File: src/rtl/kmd_pkg.sv
// Package for the key matrix debouncer: key counts, widths, register
// indexes and the flip-count function. No dependencies.
`default_nettype none

package kmd_pkg;

    localparam int DIRECT_KEYS  = 5;
    localparam int MATRIX_ROWS  = 5;
    localparam int MATRIX_COLS  = 5;
    localparam int MATRIX_KEYS  = MATRIX_ROWS * MATRIX_COLS;
    localparam int TOTAL_KEYS   = DIRECT_KEYS + MATRIX_KEYS;
    localparam int COUNTER_BITS = 8;
    localparam int THRESH_W     = 8;
    localparam int CMP_W        = (COUNTER_BITS > THRESH_W) ? COUNTER_BITS : THRESH_W;
    localparam int COUNT_W      = $clog2(TOTAL_KEYS + 1);

    localparam int CFG_IDX_W    = 2;
    localparam int CFG_DATA_W   = 8;

    localparam logic [CFG_IDX_W-1:0] CFG_THRESHOLD = CFG_IDX_W'(0);
    localparam logic [CFG_IDX_W-1:0] CFG_INVERT    = CFG_IDX_W'(1);

    localparam logic [THRESH_W-1:0]    THRESH_RESET = THRESH_W'(10);
    localparam logic [DIRECT_KEYS-1:0] INVERT_RESET = DIRECT_KEYS'(3);

    localparam logic [COUNTER_BITS-1:0] COUNTER_TOP = {COUNTER_BITS{1'b1}};

    typedef logic [TOTAL_KEYS-1:0] t_key_vec;

    // Number of set bits in a key vector, summed as a pairwise tree.
    function automatic logic [COUNT_W-1:0] flip_count(input t_key_vec v);
        logic [COUNT_W-1:0] sums [TOTAL_KEYS];
        for (int k = 0; k < TOTAL_KEYS; k++) begin
            sums[k] = COUNT_W'(v[k]);
        end
        for (int step = 1; step < TOTAL_KEYS; step = step * 2) begin
            for (int k = 0; k + step < TOTAL_KEYS; k = k + 2 * step) begin
                sums[k] = sums[k] + sums[k + step];
            end
        end
        return sums[0];
    endfunction

endpackage

`default_nettype wire

File: src/rtl/kmd_lane.sv
// One debounce lane: debounced state and saturating run counter of a
// single key. Depends on kmd_pkg.
`default_nettype none

module kmd_lane (
    input  wire logic                         i_clk,
    input  wire logic                         i_rst_n,
    input  wire logic                         i_en,
    input  wire logic                         i_sample,
    input  wire logic [kmd_pkg::THRESH_W-1:0] i_threshold,
    output logic                              o_state_next,
    output logic                              o_flip
);
    import kmd_pkg::*;

    logic                    r_state;
    logic [COUNTER_BITS-1:0] r_count;
    logic                    n_state;
    logic [COUNTER_BITS-1:0] n_count;
    logic                    differs;
    logic                    over;

    assign differs = (i_sample != r_state);
    assign over    = CMP_W'(r_count) > CMP_W'(i_threshold);
    assign o_flip  = differs && over;

    always_comb begin
        n_state = r_state;
        n_count = r_count;
        if (!differs) begin
            n_count = '0;
        end else if (over) begin
            n_state = i_sample;
            n_count = '0;
        end else if (r_count != COUNTER_TOP) begin
            n_count = r_count + COUNTER_BITS'(1);
        end
    end

    assign o_state_next = n_state;

    always_ff @(posedge i_clk) begin
        if (!i_rst_n) begin
            r_state <= 1'b0;
            r_count <= '0;
        end else if (i_en) begin
            r_state <= n_state;
            r_count <= n_count;
        end
    end

`ifndef ASSERT_OFF
    a_flip_clears: assert property (@(posedge i_clk) disable iff (!i_rst_n)
        i_en && o_flip |=> r_count == '0 && r_state != $past(r_state))
        else $error("lane flip did not clear counter or toggle state");
    a_hold_idle: assert property (@(posedge i_clk) disable iff (!i_rst_n)
        !i_en |=> $stable(r_state) && $stable(r_count))
        else $error("lane state moved without an accepted item");
    a_agree_clears: assert property (@(posedge i_clk) disable iff (!i_rst_n)
        i_en && i_sample == r_state |=> r_count == '0)
        else $error("agreeing sample did not clear counter");
`endif

endmodule

`default_nettype wire

File: src/rtl/kmd_merge.sv
// Merge stage: counts lane flips and holds the result item in an output
// register with stall handling. Depends on kmd_pkg.
`default_nettype none

module kmd_merge (
    input  wire logic                        i_clk,
    input  wire logic                        i_rst_n,
    input  wire logic                        i_accept,
    input  wire kmd_pkg::t_key_vec           i_states,
    input  wire kmd_pkg::t_key_vec           i_flips,
    input  wire logic                        i_stall,
    output logic                             o_valid,
    output logic                             o_busy,
    output kmd_pkg::t_key_vec                o_key_states,
    output logic [kmd_pkg::COUNT_W-1:0]      o_change_count
);
    import kmd_pkg::*;

    logic               r_valid;
    t_key_vec           r_states;
    logic [COUNT_W-1:0] r_count;

    // a new item may enter when no result is held or the held result leaves this cycle
    assign o_busy = r_valid && i_stall;

    always_ff @(posedge i_clk) begin
        if (!i_rst_n) begin
            r_valid <= 1'b0;
        end else if (i_accept) begin
            r_valid <= 1'b1;
        end else if (!i_stall) begin
            r_valid <= 1'b0;
        end
    end

    always_ff @(posedge i_clk) begin
        if (i_accept) begin
            r_states <= i_states;
            r_count  <= flip_count(i_flips);
        end
    end

    assign o_valid        = r_valid;
    assign o_key_states   = r_states;
    assign o_change_count = r_count;

`ifndef ASSERT_OFF
    a_accept_shows: assert property (@(posedge i_clk) disable iff (!i_rst_n)
        i_accept |=> r_valid && r_states == $past(i_states))
        else $error("accepted item not presented");
    a_count_range: assert property (@(posedge i_clk) disable iff (!i_rst_n)
        r_valid |-> r_count <= COUNT_W'(TOTAL_KEYS))
        else $error("change count out of range");
    a_no_overwrite: assert property (@(posedge i_clk) disable iff (!i_rst_n)
        r_valid && i_stall |-> !i_accept)
        else $error("held result overwritten");
`endif

endmodule

`default_nettype wire

File: src/rtl/key_matrix_debouncer_top.sv
// Key matrix debouncer top level: configuration registers, one debounce
// lane per key and the merge stage. Depends on kmd_pkg, kmd_lane, kmd_merge.
//
// Each accepted item is one scan snapshot of 5 direct buttons and 25 matrix
// keys (bit col*5+row). Every key has its own lane, so all keys update in the
// cycle the item is accepted and its result (30 debounced states and the
// number of keys that flipped) appears in the output register. One item is
// taken per clock unless stalled; the output register is the only stage, and
// a new item is taken in the same cycle a held result leaves. A key flips on
// a differing sample once its run counter already exceeds the threshold; the
// counter saturates at its top value. Direct levels are XORed with the invert
// mask first. Write configuration only while no item is in flight.
`default_nettype none

module key_matrix_debouncer_top (
    input  wire logic                             i_clk,
    input  wire logic                             i_rst_n,
    input  wire logic                             i_cfg_we,
    input  wire logic [kmd_pkg::CFG_IDX_W-1:0]    i_cfg_idx,
    input  wire logic [kmd_pkg::CFG_DATA_W-1:0]   i_cfg_data,
    input  wire logic                             i_valid,
    output logic                                  o_stall,
    input  wire logic [kmd_pkg::DIRECT_KEYS-1:0]  i_direct_levels,
    input  wire logic [kmd_pkg::MATRIX_KEYS-1:0]  i_matrix_levels,
    output logic                                  o_valid,
    input  wire logic                             i_stall,
    output logic [kmd_pkg::TOTAL_KEYS-1:0]        o_key_states,
    output logic [kmd_pkg::COUNT_W-1:0]           o_change_count
);
    import kmd_pkg::*;

    logic [THRESH_W-1:0]    r_threshold;
    logic [DIRECT_KEYS-1:0] r_invert;
    logic                   accept;
    logic                   busy;
    t_key_vec               samples;
    t_key_vec               states_next;
    t_key_vec               flips;

    always_ff @(posedge i_clk) begin
        if (!i_rst_n) begin
            r_threshold <= THRESH_RESET;
            r_invert    <= INVERT_RESET;
        end else if (i_cfg_we) begin
            case (i_cfg_idx)
                CFG_THRESHOLD: r_threshold <= THRESH_W'(i_cfg_data);
                CFG_INVERT:    r_invert    <= DIRECT_KEYS'(i_cfg_data);
                default: begin
                    // unknown index: drop the write
                end
            endcase
        end
    end

    assign o_stall = busy;
    assign accept  = i_valid && !busy;
    assign samples = {i_matrix_levels, i_direct_levels ^ r_invert};

    for (genvar k = 0; k < TOTAL_KEYS; k++) begin : g_lane
        kmd_lane u_lane (
            .i_clk        (i_clk),
            .i_rst_n      (i_rst_n),
            .i_en         (accept),
            .i_sample     (samples[k]),
            .i_threshold  (r_threshold),
            .o_state_next (states_next[k]),
            .o_flip       (flips[k])
        );
    end

    kmd_merge u_merge (
        .i_clk          (i_clk),
        .i_rst_n        (i_rst_n),
        .i_accept       (accept),
        .i_states       (states_next),
        .i_flips        (flips),
        .i_stall        (i_stall),
        .o_valid        (o_valid),
        .o_busy         (busy),
        .o_key_states   (o_key_states),
        .o_change_count (o_change_count)
    );

`ifndef ASSERT_OFF
    a_stall_needs_result: assert property (@(posedge i_clk) disable iff (!i_rst_n)
        o_stall |-> o_valid)
        else $error("input stalled with no result held");
    a_no_flip_no_change: assert property (@(posedge i_clk) disable iff (!i_rst_n)
        accept && flips == '0 |=> o_change_count == '0)
        else $error("change count without flips");
    a_cfg_hold: assert property (@(posedge i_clk) disable iff (!i_rst_n)
        !i_cfg_we |=> $stable(r_threshold) && $stable(r_invert))
        else $error("configuration changed without a write");
`endif

endmodule

`default_nettype wire

File: config.mk
export PLATFORM = sky130hd
export DESIGN_NAME = key_matrix_debouncer_top
export DESIGN_NICKNAME = d
export VERILOG_FILES = /design/src/rtl/kmd_pkg.sv /design/src/rtl/kmd_lane.sv /design/src/rtl/kmd_merge.sv /design/src/rtl/key_matrix_debouncer_top.sv
export SDC_FILE = /design/constraint.sdc
export NUM_CORES = 1
export LEC_CHECK = 0
export BUFFER_PORTS_ARGS = -buffer_cell sky130_fd_sc_hd__buf_2
export CORE_AREA = 2 2 265 267
export DETAILED_ROUTE_END_ITERATION = 10
export DIE_AREA = 0 0 267 269
export GPL_TIMING_DRIVEN = 1
export PLACE_DENSITY_LB_ADDON = 0.12
export RECOVER_POWER = 50
export SETUP_SLACK_MARGIN = 0.02
export SYNTH_ARGS = -nofsm -noshare
export SYNTH_HDL_FRONTEND = slang
export SYNTH_SLANG_ARGS = --single-unit
File: constraint.sdc
create_clock -name i_clk -period 7.7 [get_ports i_clk]
set_input_delay 0.385 -clock i_clk [delete_from_list [all_inputs] [get_ports i_clk]]
set_output_delay 0.385 -clock i_clk [all_outputs]
set_load 0.01 [all_outputs]
# == Word level (Yosys, flattened, before mapping) ==
# Index checks and enable logic that the tools add are counted.
# op_classes
addsub,59
n_lt_le_gt_ge,30
eq_ne,92
n_mux,152
bitwise_logic,1
reduce_logical,66
# ops
cell,count
8-bit 2-to-1 mux,90
"8-bit by 1-bit adder with 8-bit output, second input constant",30
8-bit greater-than comparator,30
"8-bit inequality test, second input constant",30
"3-bit inequality test, second input constant",30
5-bit adder,14
2-bit AND reduction,32
1-bit 2-to-1 mux,62
1-bit logical AND,32
1-bit by 1-bit adder with 2-bit output,15
1-bit inequality test,30
5-bit bitwise XOR,1
"2-bit by 1-bit equality test with 1-bit output, second input constant",1
2-bit logical NOT,1
"2-bit by 1-bit inequality test with 1-bit output, second input constant",1
1-bit logical NOT,1
# word_totals
reg_bits,319
inputBits,45
elab_cells,465

# == Logic depth before layout (Yosys ltp) ==
# Gate-level depths: netlist (run 1).
# depth
depth_word,8
mapped_depth,23
ltp_nobuf,23

# == By module ==
# From an unflattened synthesis (run 1), not the netlist that was laid out.
# unflattened
hier_cells,3126
hier_area_um2,24757.5
# modules_own_cells
module,n_inst,cells_per_inst,area_each_um2,seq_area_each_um2
kmd_lane,30,98,743.2,180.2
kmd_merge,1,125,1870.5,1071.0
key_matrix_debouncer_top,1,61,590.6,260.2

# == Least setup slack after synthesis (run 1) ==
# No wires, ideal clock.
# synth_path
kind,reg2reg
start,register r_threshold[1]
end,"register u_merge.r_count[3], in the netlist u_merge.o_change_count[3], data pin"
setup_ns,0.257
arrival_ns,5.686
required_time_ns,7.443
slack_ns,1.756
stages_incl_launch_ff,21
period_less_slack_ns,5.944
path_cell_list,dfxtp_1 inv_1 ha_1 nor2b_1 o211ai_1 a21oi_1 o31ai_1 nor2_1 ha_1 inv_1 fa_1 inv_1 fa_1 fa_1 fa_1 inv_1 fa_1 inv_1 ha_1 fa_1 xor2_1
# synth_via
elab_chain_len,7
word_cells_on_any_way,89
classes_between,add/sub: 29; order compare: 30; reduce/logical: 30
# synth_lines
element,line,source
from (decl),key_matrix_debouncer_top.sv:32,logic [THRESH_W-1:0] r_threshold;
from (signal assigned),key_matrix_debouncer_top.sv:46,CFG_THRESHOLD: r_threshold <= THRESH_W'(i_cfg_data);
8-bit greater-than comparator,kmd_lane.sv:24,assign over = CMP_W'(r_count) > CMP_W'(i_threshold);
1-bit logical AND,kmd_lane.sv:25,assign o_flip = differs && over;
1-bit by 1-bit adder with 2-bit output,kmd_pkg.sv:38,sums[k] = sums[k] + sums[k + step];
5-bit adder (3 in series),kmd_pkg.sv:38,
5-bit adder (*),kmd_pkg.sv:38,
to (signal assigned),kmd_merge.sv:39,r_count <= flip_count(i_flips);
to (decl),kmd_merge.sv:21,logic [COUNT_W-1:0] r_count;
# Every way passes the cells marked *; elsewhere a longest branch is shown, timed or not.
# A chain may end at the register's enable or synchronous reset.

# == Worst setup path in the final report (run 1) ==
# layout_path
start,register r_threshold[3]
end,"register u_merge.r_count[3], in the netlist u_merge.o_change_count[3], data pin"
# The elaborated chain is that of the path after synthesis.

==> flow_metrics.py, run 1 <==
metrics = {
    "status": {
        "status": "complete, but fails checks",
        "violations": "max-capacitance violations, max-slew violations",
    },
    "global_routing": {
        "overflow": 0,
        "grt_util_met3_pct": 2.70,
        "gr-usage-all-layers_pct": 18.6,
        "met2_usage_pct": 32.3,
        "busiest_layer": "met2",
        "grt_max_degree": 131,
        "grt_use_met1_pct": 24.2,
        "grt_pass1_wl_mm": 110,
        "antenna_found_initial": 0,
        "grt_pass1_vias": 20603,
    },
    "detailed_routing": {
        "wl_per_cell_um": 18.0,
        "final_antenna_net_count": 0,
        "via_per_inst": 5.70,
        "drc": 0,
        "num_vias": 21610,
        "drt-pass1-iter-count": 5,
        "drt_wl_total_mm": 68.1,
        "initialDrtViolationCount": 1310,
    },
    "logic_synthesis": {
        "synth_edf_count": 35,
        "syn_area_um2": 23200,
        "ys_seq_area_share_pct": 29.1,
        "synthTopCellsByArea": "dfxtp_1, ha_1, a21oi_1",
        "synth_compound_area_share_pct": 23.1,
        "synth.top_cell.area_share_pct": 24.5,
        "yosys-top-cells-count": "ha_1, dfxtp_1, nand2_1",
        "synth_cell_type_count": 69,
        "synth_top_family_by_area": "compound AO/OA/AOI/OAI gates",
        "syn-num-nets": 3131,
        "ys.flop_type": "dfxtp_1",
        "postSynthAreaPerCell_um2": 8.37,
        "yosysTopAreaCell": "dfxtp_1",
        "synth-simple-area-share_pct": 22.1,
        "yosys_warnings": 0,
        "async_flop_share_pct": 0,
        "synthAdderAreaFrac_pct": 17.9,
        "yosysMostFrequentCell": "ha_1",
        "muxShareOfSynthArea_pct": 1.75,
        "synth_cells": 2770,
        "synth_xor_area_share_pct": 2.22,
        "synth-seq-cells": 319,
    },
    "setup_path": {
        "crit_top_cell": "fa_1",
        "crit_slowest_cell": "inv_2",
        "path_class": "register to register",
        "cp_max_fo": 23,
        "startpoint_type": "register",
        "reg2reg_from": "r_threshold[3]",
        "cpPeakStageDelay_ns": 0.59,
        "critPathArrivalTime_ns": 7.03,
        "startpoint": "r_threshold[3]",
        "cp-end-kind": "register",
        "required_ns": 8.05,
        "path_cells": "inv_2 -> clkbuf_1 -> ha_1 -> nand4_1 -> or2_1 -> a22oi_1 -> nor2_1 -> ha_1 -> inv_1 -> fa_1 -> inv_1 -> fa_1 -> fa_1 -> fa_1 -> inv_1 -> fa_1 -> inv_1 -> ha_1 -> fa_1 -> xor2_1",
    },
    "finish": {
        "n_antenna_cell": 0,
        "stdcell_count": 3791,
        "layout.nets": 3178,
        "stdcell_area_um2": 25900,
        "areaGrowthSynthToFinish_pct": 12.0,
        "drive_gt1_share_pct": 9.93,
    },
    "pwr": {
        "irDropWorstVdd_v": 0.000128,
        "total_power_mw": 4.33,
        "power.density_nw_per_um2": 167,
        "p_leak_nw": 9.89,
    },
    "clock_tree": {
        "cts_buffer_depth": 3,
        "cts_buffers": 42,
        "insertion_delay_ns": 0.59,
        "clkSinkCount": 319,
        "htree_levels": 2,
        "cts-root-buf": "clkbuf_16",
        "cts_tree": "done",
        "path_clk_slew_ns": 0.06,
        "ctsResizeCount": 0,
    },
    "timing": {
        "min_period_ns": 6.68,
        "tightest_slew_ns": 3.70,
        "fmax_mhz": 150,
        "slew_headroom_pct": -147,
        "setup_viol": 0,
        "tns_ns": 0,
        "post-route-period-util_pct": 86.8,
        "drv_slew": 465,
        "hold_viol": 0,
        "finClkSkew_ns": 0.0271,
        "rsz0062_at_grt": "no",
    },
    "placed_design": {
        "place_area_um2": 24600,
        "dpl.hpwl_mm": 45.7,
        "portBuffers": 81,
        "gp_congestion": 0.811,
        "dp.cells": 3712,
    },
    "floorplan": {
        "num_io_pins": 82,
        "initial_utilization_pct": 33.4,
        "die_y_um": 269,
        "fp.coreArea_um2": 69300,
        "rows": 97,
        "die_x_um": 267,
        "die_area_um2": 71800,
    },
    "worst_hold_path": {
        "holdCritPathClass": "input pin to register",
        "min-delay-start": "i_valid",
    },
    "flow_run": {
        "maxCapViolations": 6,
    },
}
## report_power, final
part	internal, mW	switching [mW]	total [mW]
sequential	1.73	0.0442	1.77
combinational	0.174	0.353	0.528
clock	1.19	0.835	2.03
total	3.10	1.23	4.33
## cells by family (layout without fill, tap and decap cells)
kind of cell,count (synthesis),in the layout
AO/OA/AOI/OAI,792,792
XOR/XNOR,57,57
adder cells (fa/ha/maj),316,316
buffers and inverters,241,322
flip-flops,319,319
multiplexers,37,37
AND/OR/NAND/NOR,1008,1008
## stage by stage
step / utilization, % / setup slack [ns] / hold WS, ns
global placement: 35.5 / 1.29 / 0.476
global route: 37.4 / 0.686 / 0.0180
finish: 37.4 / 1.02 / 0.0266
CTS: 37.6 / 1.22 / 0.000280
floorplan: - / 1.76 / 0.465
detailed placement: 35.5 / 1.22 / 0.484
## repair_timing
action | in CTS | in global routing
buffers inserted | 0 | 0
hold buffers | 1 | 0
endpoints found under the hold margin | 1 | 0
## placed cells by master (no fill, tap or decap), types with 35 or more instances in the layout
master,netlist,layout
edfxtp_1,35,35
nor3_1,83,83
o21ai_0,134,134
clkbuf_1,86,46
a211oi_1,51,51
inv_1,139,130
buf_2,2,44
nand4_1,138,138
or2_2,35,35
nor2_1,186,186
a31oi_1,74,74
nand3_1,123,123
dfxtp_1,284,283
nand2_1,240,240
nor2b_1,40,40
and3_1,35,35
a21oi_1,238,238
ha_1,291,291
or4_1,42,42
clkbuf_16,0,43
## worst max-delay path, delay by kind of cell (launching register included)
kind | cells | cell delay [ns]
buffers and inverters | 6 | 1.33
xor gates and xnor gates | 1 | 0.15
adders and majority gates | 9 | 3.63
and+or+nand+nor | 3 | 0.47
AOI/OAI and AO/OA | 1 | 0.52
DFF | 1 | 0.31
## flip-flops by register name, summed over array words and instances (netlist names)
register / cells
u_merge.o_key_states: 30
g_lane.u_lane.r_state: 30
r_threshold: 8
u_merge.o_valid: 1
r_invert: 5
u_merge.o_change_count: 5
g_lane.u_lane.r_count: 240
## final cells by class
type	instances	area, um2
repair buffers	105	548
well taps	940	1180
fillers	7090	43400
multi-input cells	2210	15500
inverters	139	524
flip-flops and latches	319	6740
clock buffers	57	1230
clock inverters	21	198
## metal layers
| layer | vias to the layer above | wire, um | share of wire (%) |
|---|---|---|---|
| met5 | - | 0 | 0 |
| met4 | 0 | 1400 | 2.1 |
| met3 | 101 | 2880 | 4.2 |
| met2 | 441 | 32500 | 48 |
| met1 | 10380 | 31300 | 46 |
| li1 | 10688 | - | - |
## path summary, 6_finish.rpt
kind	to	slack, ns	cells after the start
worst min register to register	r_invert[1]	0.50	2
worst max register to register	u_merge.o_change_count[3]	1.02	20
worst max-delay path	u_merge.o_change_count[3]	1.02	20
worst min-delay path	u_merge.o_valid	0.03	2
(Power assumes the default switching activity.)
==> run 2: changes to the inputs <==
==> constraint.sdc (replaced) <==
create_clock -name i_clk -period 8.25 [get_ports i_clk]
set_input_delay 0.825 -clock i_clk [delete_from_list [all_inputs] [get_ports i_clk]]
set_output_delay 0.825 -clock i_clk [all_outputs]
set_load 0.01 [all_outputs]
==> run 2 against run 1 <==
  * The flow still finishes with violations (max-capacitance violations, max-slew violations)
  * Critical path type unchanged
  * Count of clock-buffer cells in the layout rose by 2
  * Sequential power is 7% lower
  * Final area about the same
==> flow_metrics.py, run 2 (synthesized netlist as in run 1, its figures left out) <==
metrics = {
    "finish": {
        "final_common_cell": "ha_1",
        "fillers": 7124,
        "stdcell_count": 3787,
        "largest_register_ffs": 240,
        "final_cell_mix": "ha_1, dfxtp_1, nand2_1",
        "ff_latch_area_um2": 6740,
        "drive_gt1_share_pct": 9.41,
        "areaGrowthSynthToFinish_pct": 12.0,
        "layout.nets": 3175,
        "n_antenna_cell": 0,
        "finalCoreUtilization_pct": 37.5,
        "max_flop_register": "g_lane.u_lane.r_count",
        "multi_input_area_um2": 15500,
    },
    "pwr": {
        "p_leak_nw": 9.90,
        "power.density_nw_per_um2": 159,
        "combinationalPowerShare_pct": 11.9,
        "power.switching_mw": 1.13,
        "irDropWorstVdd_v": 0.000122,
        "internal_power_mw": 3.00,
        "pwr-share-clk_pct": 48.0,
        "p_seq_share_pct": 40.0,
        "swShare_pct": 27.3,
    },
    "clock_tree": {
        "cts_buffer_depth": 3,
        "insertion_delay_ns": 0.58,
        "path_clk_slew_ns": 0.06,
        "postCtsSetupBuffers": 0,
        "cts-root-buf": "clkbuf_16",
        "htree_levels": 2,
        "ctsResizeCount": 0,
        "cts_hold_buffers": 0,
        "cts_buffers": 42,
        "cts_tree": "done",
        "clkSinkCount": 319,
    },
    "setup_path": {
        "path_class": "register to register",
        "cp_max_fo": 26,
        "rrSetupSlack_ns": 1.23,
        "required_ns": 8.57,
        "cp-end-kind": "register",
        "startpoint_type": "register",
        "r2r_end": "u_merge.o_change_count[3]",
        "reg2reg_from": "r_threshold[3]",
        "critPathArrivalTime_ns": 7.34,
        "worstRegToRegCells": 19,
    },
    "detailed_routing": {
        "via_per_inst": 5.70,
        "drc": 0,
        "num_vias": 21594,
        "drt_wl_total_mm": 68.9,
        "final_antenna_net_count": 0,
        "drt-pass1-iter-count": 6,
        "initialDrtViolationCount": 1349,
        "wl_per_cell_um": 18.2,
    },
    "status": {
        "status": "complete, but fails checks",
        "violations": "max-capacitance violations, max-slew violations",
    },
    "floorplan": {
        "rows": 97,
        "die_area_um2": 71800,
        "fp.coreArea_um2": 69300,
        "die_x_um": 267,
        "die_y_um": 269,
        "initial_utilization_pct": 33.4,
        "num_io_pins": 82,
    },
    "worst_hold_path": {
        "holdPathEnd": "u_merge.o_valid",
        "hold_depth": 2,
        "holdCritPathClass": "input pin to register",
        "min-delay-start": "i_valid",
    },
    "timing": {
        "tightest_slew_ns": 4.18,
        "hold_viol": 0,
        "worst_slack_ns": 1.23,
        "drv_slew": 332,
        "tns_ns": 0,
        "finClkSkew_ns": 0.00981,
        "min_period_ns": 7.02,
        "rsz0062_at_grt": "no",
        "setup_viol": 0,
        "slew_headroom_pct": -180,
        "post-route-period-util_pct": 85.1,
        "fmax_mhz": 142,
    },
    "global_routing": {
        "gr-usage-all-layers_pct": 18.9,
        "overflow": 0,
        "grt_pass1_wl_mm": 110,
        "grt_pass1_vias": 20605,
        "antenna_found_initial": 0,
        "grt_max_degree": 116,
    },
    "placed_design": {
        "dp_slack_ns": 1.75,
        "dpl.hpwl_mm": 46.9,
        "portBuffers": 81,
        "dp.cells": 3710,
        "gp_congestion": 0.797,
    },
    "flow_run": {
        "maxCapViolations": 5,
    },
}
run 2: cell count changes in the layout (fill, tap and decap cells not counted), moves of 3 or more:
cell / previous run / this run
clkbuf_1: 46 / 53
or2_0: 0 / 3
bufinv_16: 2 / 6
clkbuf_8: 10 / 5
or2_1: 12 / 9
clkinvlp_4: 6 / 1
mux2_1: 4 / 7
mux2_2: 25 / 22
run 2: area by class of cell:
cell class	instances	area share, %
Clock inverter	18	0.969
Clock buffer	59	4.73
Sequential cell	319	26.0
Timing Repair Buffer	102	1.97
Tap cell	940	4.53
Multi-Input combinational cell	2210	59.8
Inverter	139	2.02
run 2: worst max path at each step:
stage | slack (ns) | from | end | cells past startpoint
floorplan | 2.31 | r_threshold[1] | u_merge.o_change_count[3] | 20
global placement | 1.82 | r_threshold[7] | u_merge.o_change_count[3] | 20
detailed placement | 1.75 | r_threshold[6] | u_merge.o_change_count[3] | 20
CTS | 1.76 | r_threshold[6] | u_merge.o_change_count[3] | 20
global route | 0.90 | r_threshold[3] | u_merge.o_change_count[3] | 19
finish | 1.23 | r_threshold[3] | u_merge.o_change_count[3] | 19
run 2: power by group through the flow:
stage / combinational [mW] / clock [mW] / sequential (mW)
6_report: 0.493 / 1.98 / 1.65
5_1_grt: 0.551 / 2.11 / 1.66
2_1_floorplan: 0.330 / 0 / 1.68
4_1_cts: 0.500 / 2.05 / 1.65
3_5_place_dp: 0.497 / 0 / 1.68
3_3_place_gp: 0.486 / 0 / 1.68
run 2: metrics by stage:
step	hold WS (ns)	total power, mW	instance area, um2
2_1_floorplan	0.465	2.01	23200
3_3_place_gp	0.476	2.17	24600
3_5_place_dp	0.490	2.18	24600
4_1_cts	0.469	4.20	26100
5_1_grt	0.473	4.32	26000
6_report	0.480	4.13	26000
run 2: critical path, cell delays in order, from the launching register on:
cell and delay (ns):
dfxtp_1 0.29, inv_1 1.18, clkbuf_1 0.44, ha_1 0.34, nand4_1 0.08, nor2_1 0.05, a211oi_1 0.30, nor2_1 0.18
nor2_1 0.32, ha_1 0.24, fa_1 0.46, fa_1 0.54, fa_1 0.44, fa_1 0.54, inv_1 0.05, fa_1 0.53
inv_1 0.04, ha_1 0.22, fa_1 0.38, xor2_1 0.15
run 2: per-layer routing:
| metal | wire (um) | GRT usage, % | up-vias | part of all wire (%) |
|---|---|---|---|---|
| li1 | - | - | 10678 | - |
| met1 | 32400 | 25.1 | 10360 | 47 |
| met2 | 31600 | 31.3 | 459 | 46 |
| met3 | 2800 | 2.64 | 97 | 4.1 |
| met4 | 2070 | 6.59 | 0 | 3.0 |
| met5 | 0 | 0 | - | 0 |
==> run 3: changes to the inputs <==
Settings changed: CORE_AREA 2 2 265 267 to 2 2 244 246, DIE_AREA 0 0 267 269 to 0 0 246 248.
==> run 3 against run 2 <==
  * The run still ends with max-capacitance violations, max-slew violations left
  * Utilization is 6.1 points higher
  * Die area down 15%
  * Non-clock buffer count is 2 lower
  * Worst setup slack got worse by 0.050 ns
  * Worst hold slack better by 0.011 ns
  * Global-route usage increased by 2.5 points
  * Highest routed layer unchanged
==> flow_metrics.py, run 3 (synthesized netlist as in run 1, its figures left out) <==
metrics = {
    "status": {
        "status": "complete, but fails checks",
        "violations": "max-capacitance violations, max-slew violations",
    },
    "finish": {
        "ff_latch_area_um2": 6740,
        "layout.nets": 3172,
        "areaGrowthSynthToFinish_pct": 10.0,
        "max_flop_register": "g_lane.u_lane.r_count",
        "fillers": 5744,
        "largest_register_ffs": 240,
        "final_cell_mix": "ha_1, dfxtp_1, nand2_1",
        "stdcell_count": 3614,
        "stdcell_area_um2": 25500,
        "finalCoreUtilization_pct": 43.6,
        "drive_gt1_share_pct": 9.08,
        "n_antenna_cell": 0,
        "multi_input_area_um2": 15500,
        "final_common_cell": "ha_1",
    },
    "timing": {
        "setup_viol": 0,
        "finClkSkew_ns": 0.0152,
        "hold_slack_ns": 0.491,
        "worst_slack_ns": 1.18,
        "drv_slew": 484,
        "fmax_mhz": 141,
        "min_period_ns": 7.07,
        "slew_headroom_pct": -196,
        "post-route-period-util_pct": 85.7,
        "tns_ns": 0,
        "hold_viol": 0,
        "rsz0062_at_grt": "no",
        "tightest_slew_ns": 4.42,
    },
    "global_routing": {
        "antenna_found_initial": 0,
        "grt_pass1_vias": 20857,
        "grt_pass1_wl_mm": 107,
        "gr-usage-all-layers_pct": 21.4,
        "overflow": 0,
        "grt_max_degree": 157,
    },
    "pwr": {
        "total_power_mw": 3.85,
        "p_leak_nw": 9.79,
        "power.density_nw_per_um2": 151,
        "irDropWorstVdd_v": 0.000119,
    },
    "setup_path": {
        "cp-endpoint": "u_merge.o_change_count[3]",
        "required_ns": 8.56,
        "rrSetupSlack_ns": 1.18,
        "critPathArrivalTime_ns": 7.38,
        "reg2reg_from": "r_threshold[7]",
        "worstRegToRegCells": 17,
        "path_class": "register to register",
        "r2r_end": "u_merge.o_change_count[3]",
        "cp_max_fo": 28,
        "cp-end-kind": "register",
        "startpoint_type": "register",
        "startpoint": "r_threshold[7]",
    },
    "placed_design": {
        "dp_slack_ns": 1.81,
        "dpl.hpwl_mm": 44.0,
        "gp_congestion": 0.812,
        "portBuffers": 81,
        "place_area_um2": 24300,
        "dp.cells": 3541,
    },
    "clock_tree": {
        "cts_buffers": 41,
        "postCtsSetupBuffers": 0,
        "path_clk_slew_ns": 0.06,
        "cts_hold_buffers": 0,
        "cts-root-buf": "clkbuf_16",
        "clkSinkCount": 319,
        "ctsResizeCount": 0,
        "cts_buffer_depth": 3,
        "insertion_delay_ns": 0.57,
        "htree_levels": 2,
        "cts_tree": "done",
    },
    "detailed_routing": {
        "drt_wl_total_mm": 65.8,
        "drt-pass1-iter-count": 7,
        "via_per_inst": 5.99,
        "wl_per_cell_um": 18.2,
        "initialDrtViolationCount": 1253,
        "drc": 0,
        "num_vias": 21650,
        "final_antenna_net_count": 0,
    },
    "worst_hold_path": {
        "holdCritPathClass": "input pin to register",
    },
    "flow_run": {
        "maxCapViolations": 8,
    },
    "floorplan": {
        "die_x_um": 246,
        "fp.coreArea_um2": 58500,
        "num_io_pins": 82,
        "die_y_um": 248,
        "die_area_um2": 61000,
        "rows": 89,
        "initial_utilization_pct": 39.6,
    },
}
[run 3: worst min-delay path by stage]
| stage | from | end | slack (ns) | depth (start not counted) |
|---|---|---|---|---|
| after floorplan | g_lane[23].u_lane.r_count[0] | g_lane[23].u_lane.r_count[0] | 0.47 | 2 |
| after global placement | g_lane[23].u_lane.r_count[0] | g_lane[23].u_lane.r_count[0] | 0.48 | 2 |
| after detailed placement | g_lane[23].u_lane.r_count[0] | g_lane[23].u_lane.r_count[0] | 0.49 | 2 |
| after CTS | i_cfg_data[1] | r_invert[1] | 0.46 | 3 |
| after global routing | i_cfg_data[1] | r_invert[1] | 0.50 | 3 |
| final | i_cfg_data[1] | r_invert[1] | 0.49 | 3 |
[run 3: layer usage]
layer	GRT usage (%)	part of all wire (%)	up-vias
li1	-	-	10656
met5	0	0	-
met1	27.8	46	10340
met3	2.52	4.2	129
met2	36.0	47	525
met4	8.79	3.2	0
[run 3: cell type report]
type                    instances  area share, %
clock buffers                  60           4.62
clock inverters                13          0.236
inverters                     139           2.06
multi-input cells            2210           60.9
flip-flops and latches        319           26.4
well taps                     773           3.79
repair buffers                100           1.93
[run 3: power breakdown]
group	switching [mW]	internal (mW)	leakage (nW)
Sequential	0.0392	1.61	2.65
Clock	0.723	0.983	0.617
Combinational	0.325	0.162	6.52
[run 3: worst max-delay path, stage by stage (launching register included)]
cell     delay, ns
dfxtp_1       0.29
inv_1         1.30
ha_1          0.37
nand4_1       0.12
or2_1         0.26
a22oi_1       0.54
nor2_1        0.18
ha_1          0.36
fa_1          0.43
fa_1          0.57
fa_1          0.44
fa_1          0.55
inv_1         0.05
fa_1          0.53
inv_1         0.04
ha_1          0.21
fa_1          0.38
xor2_1        0.15
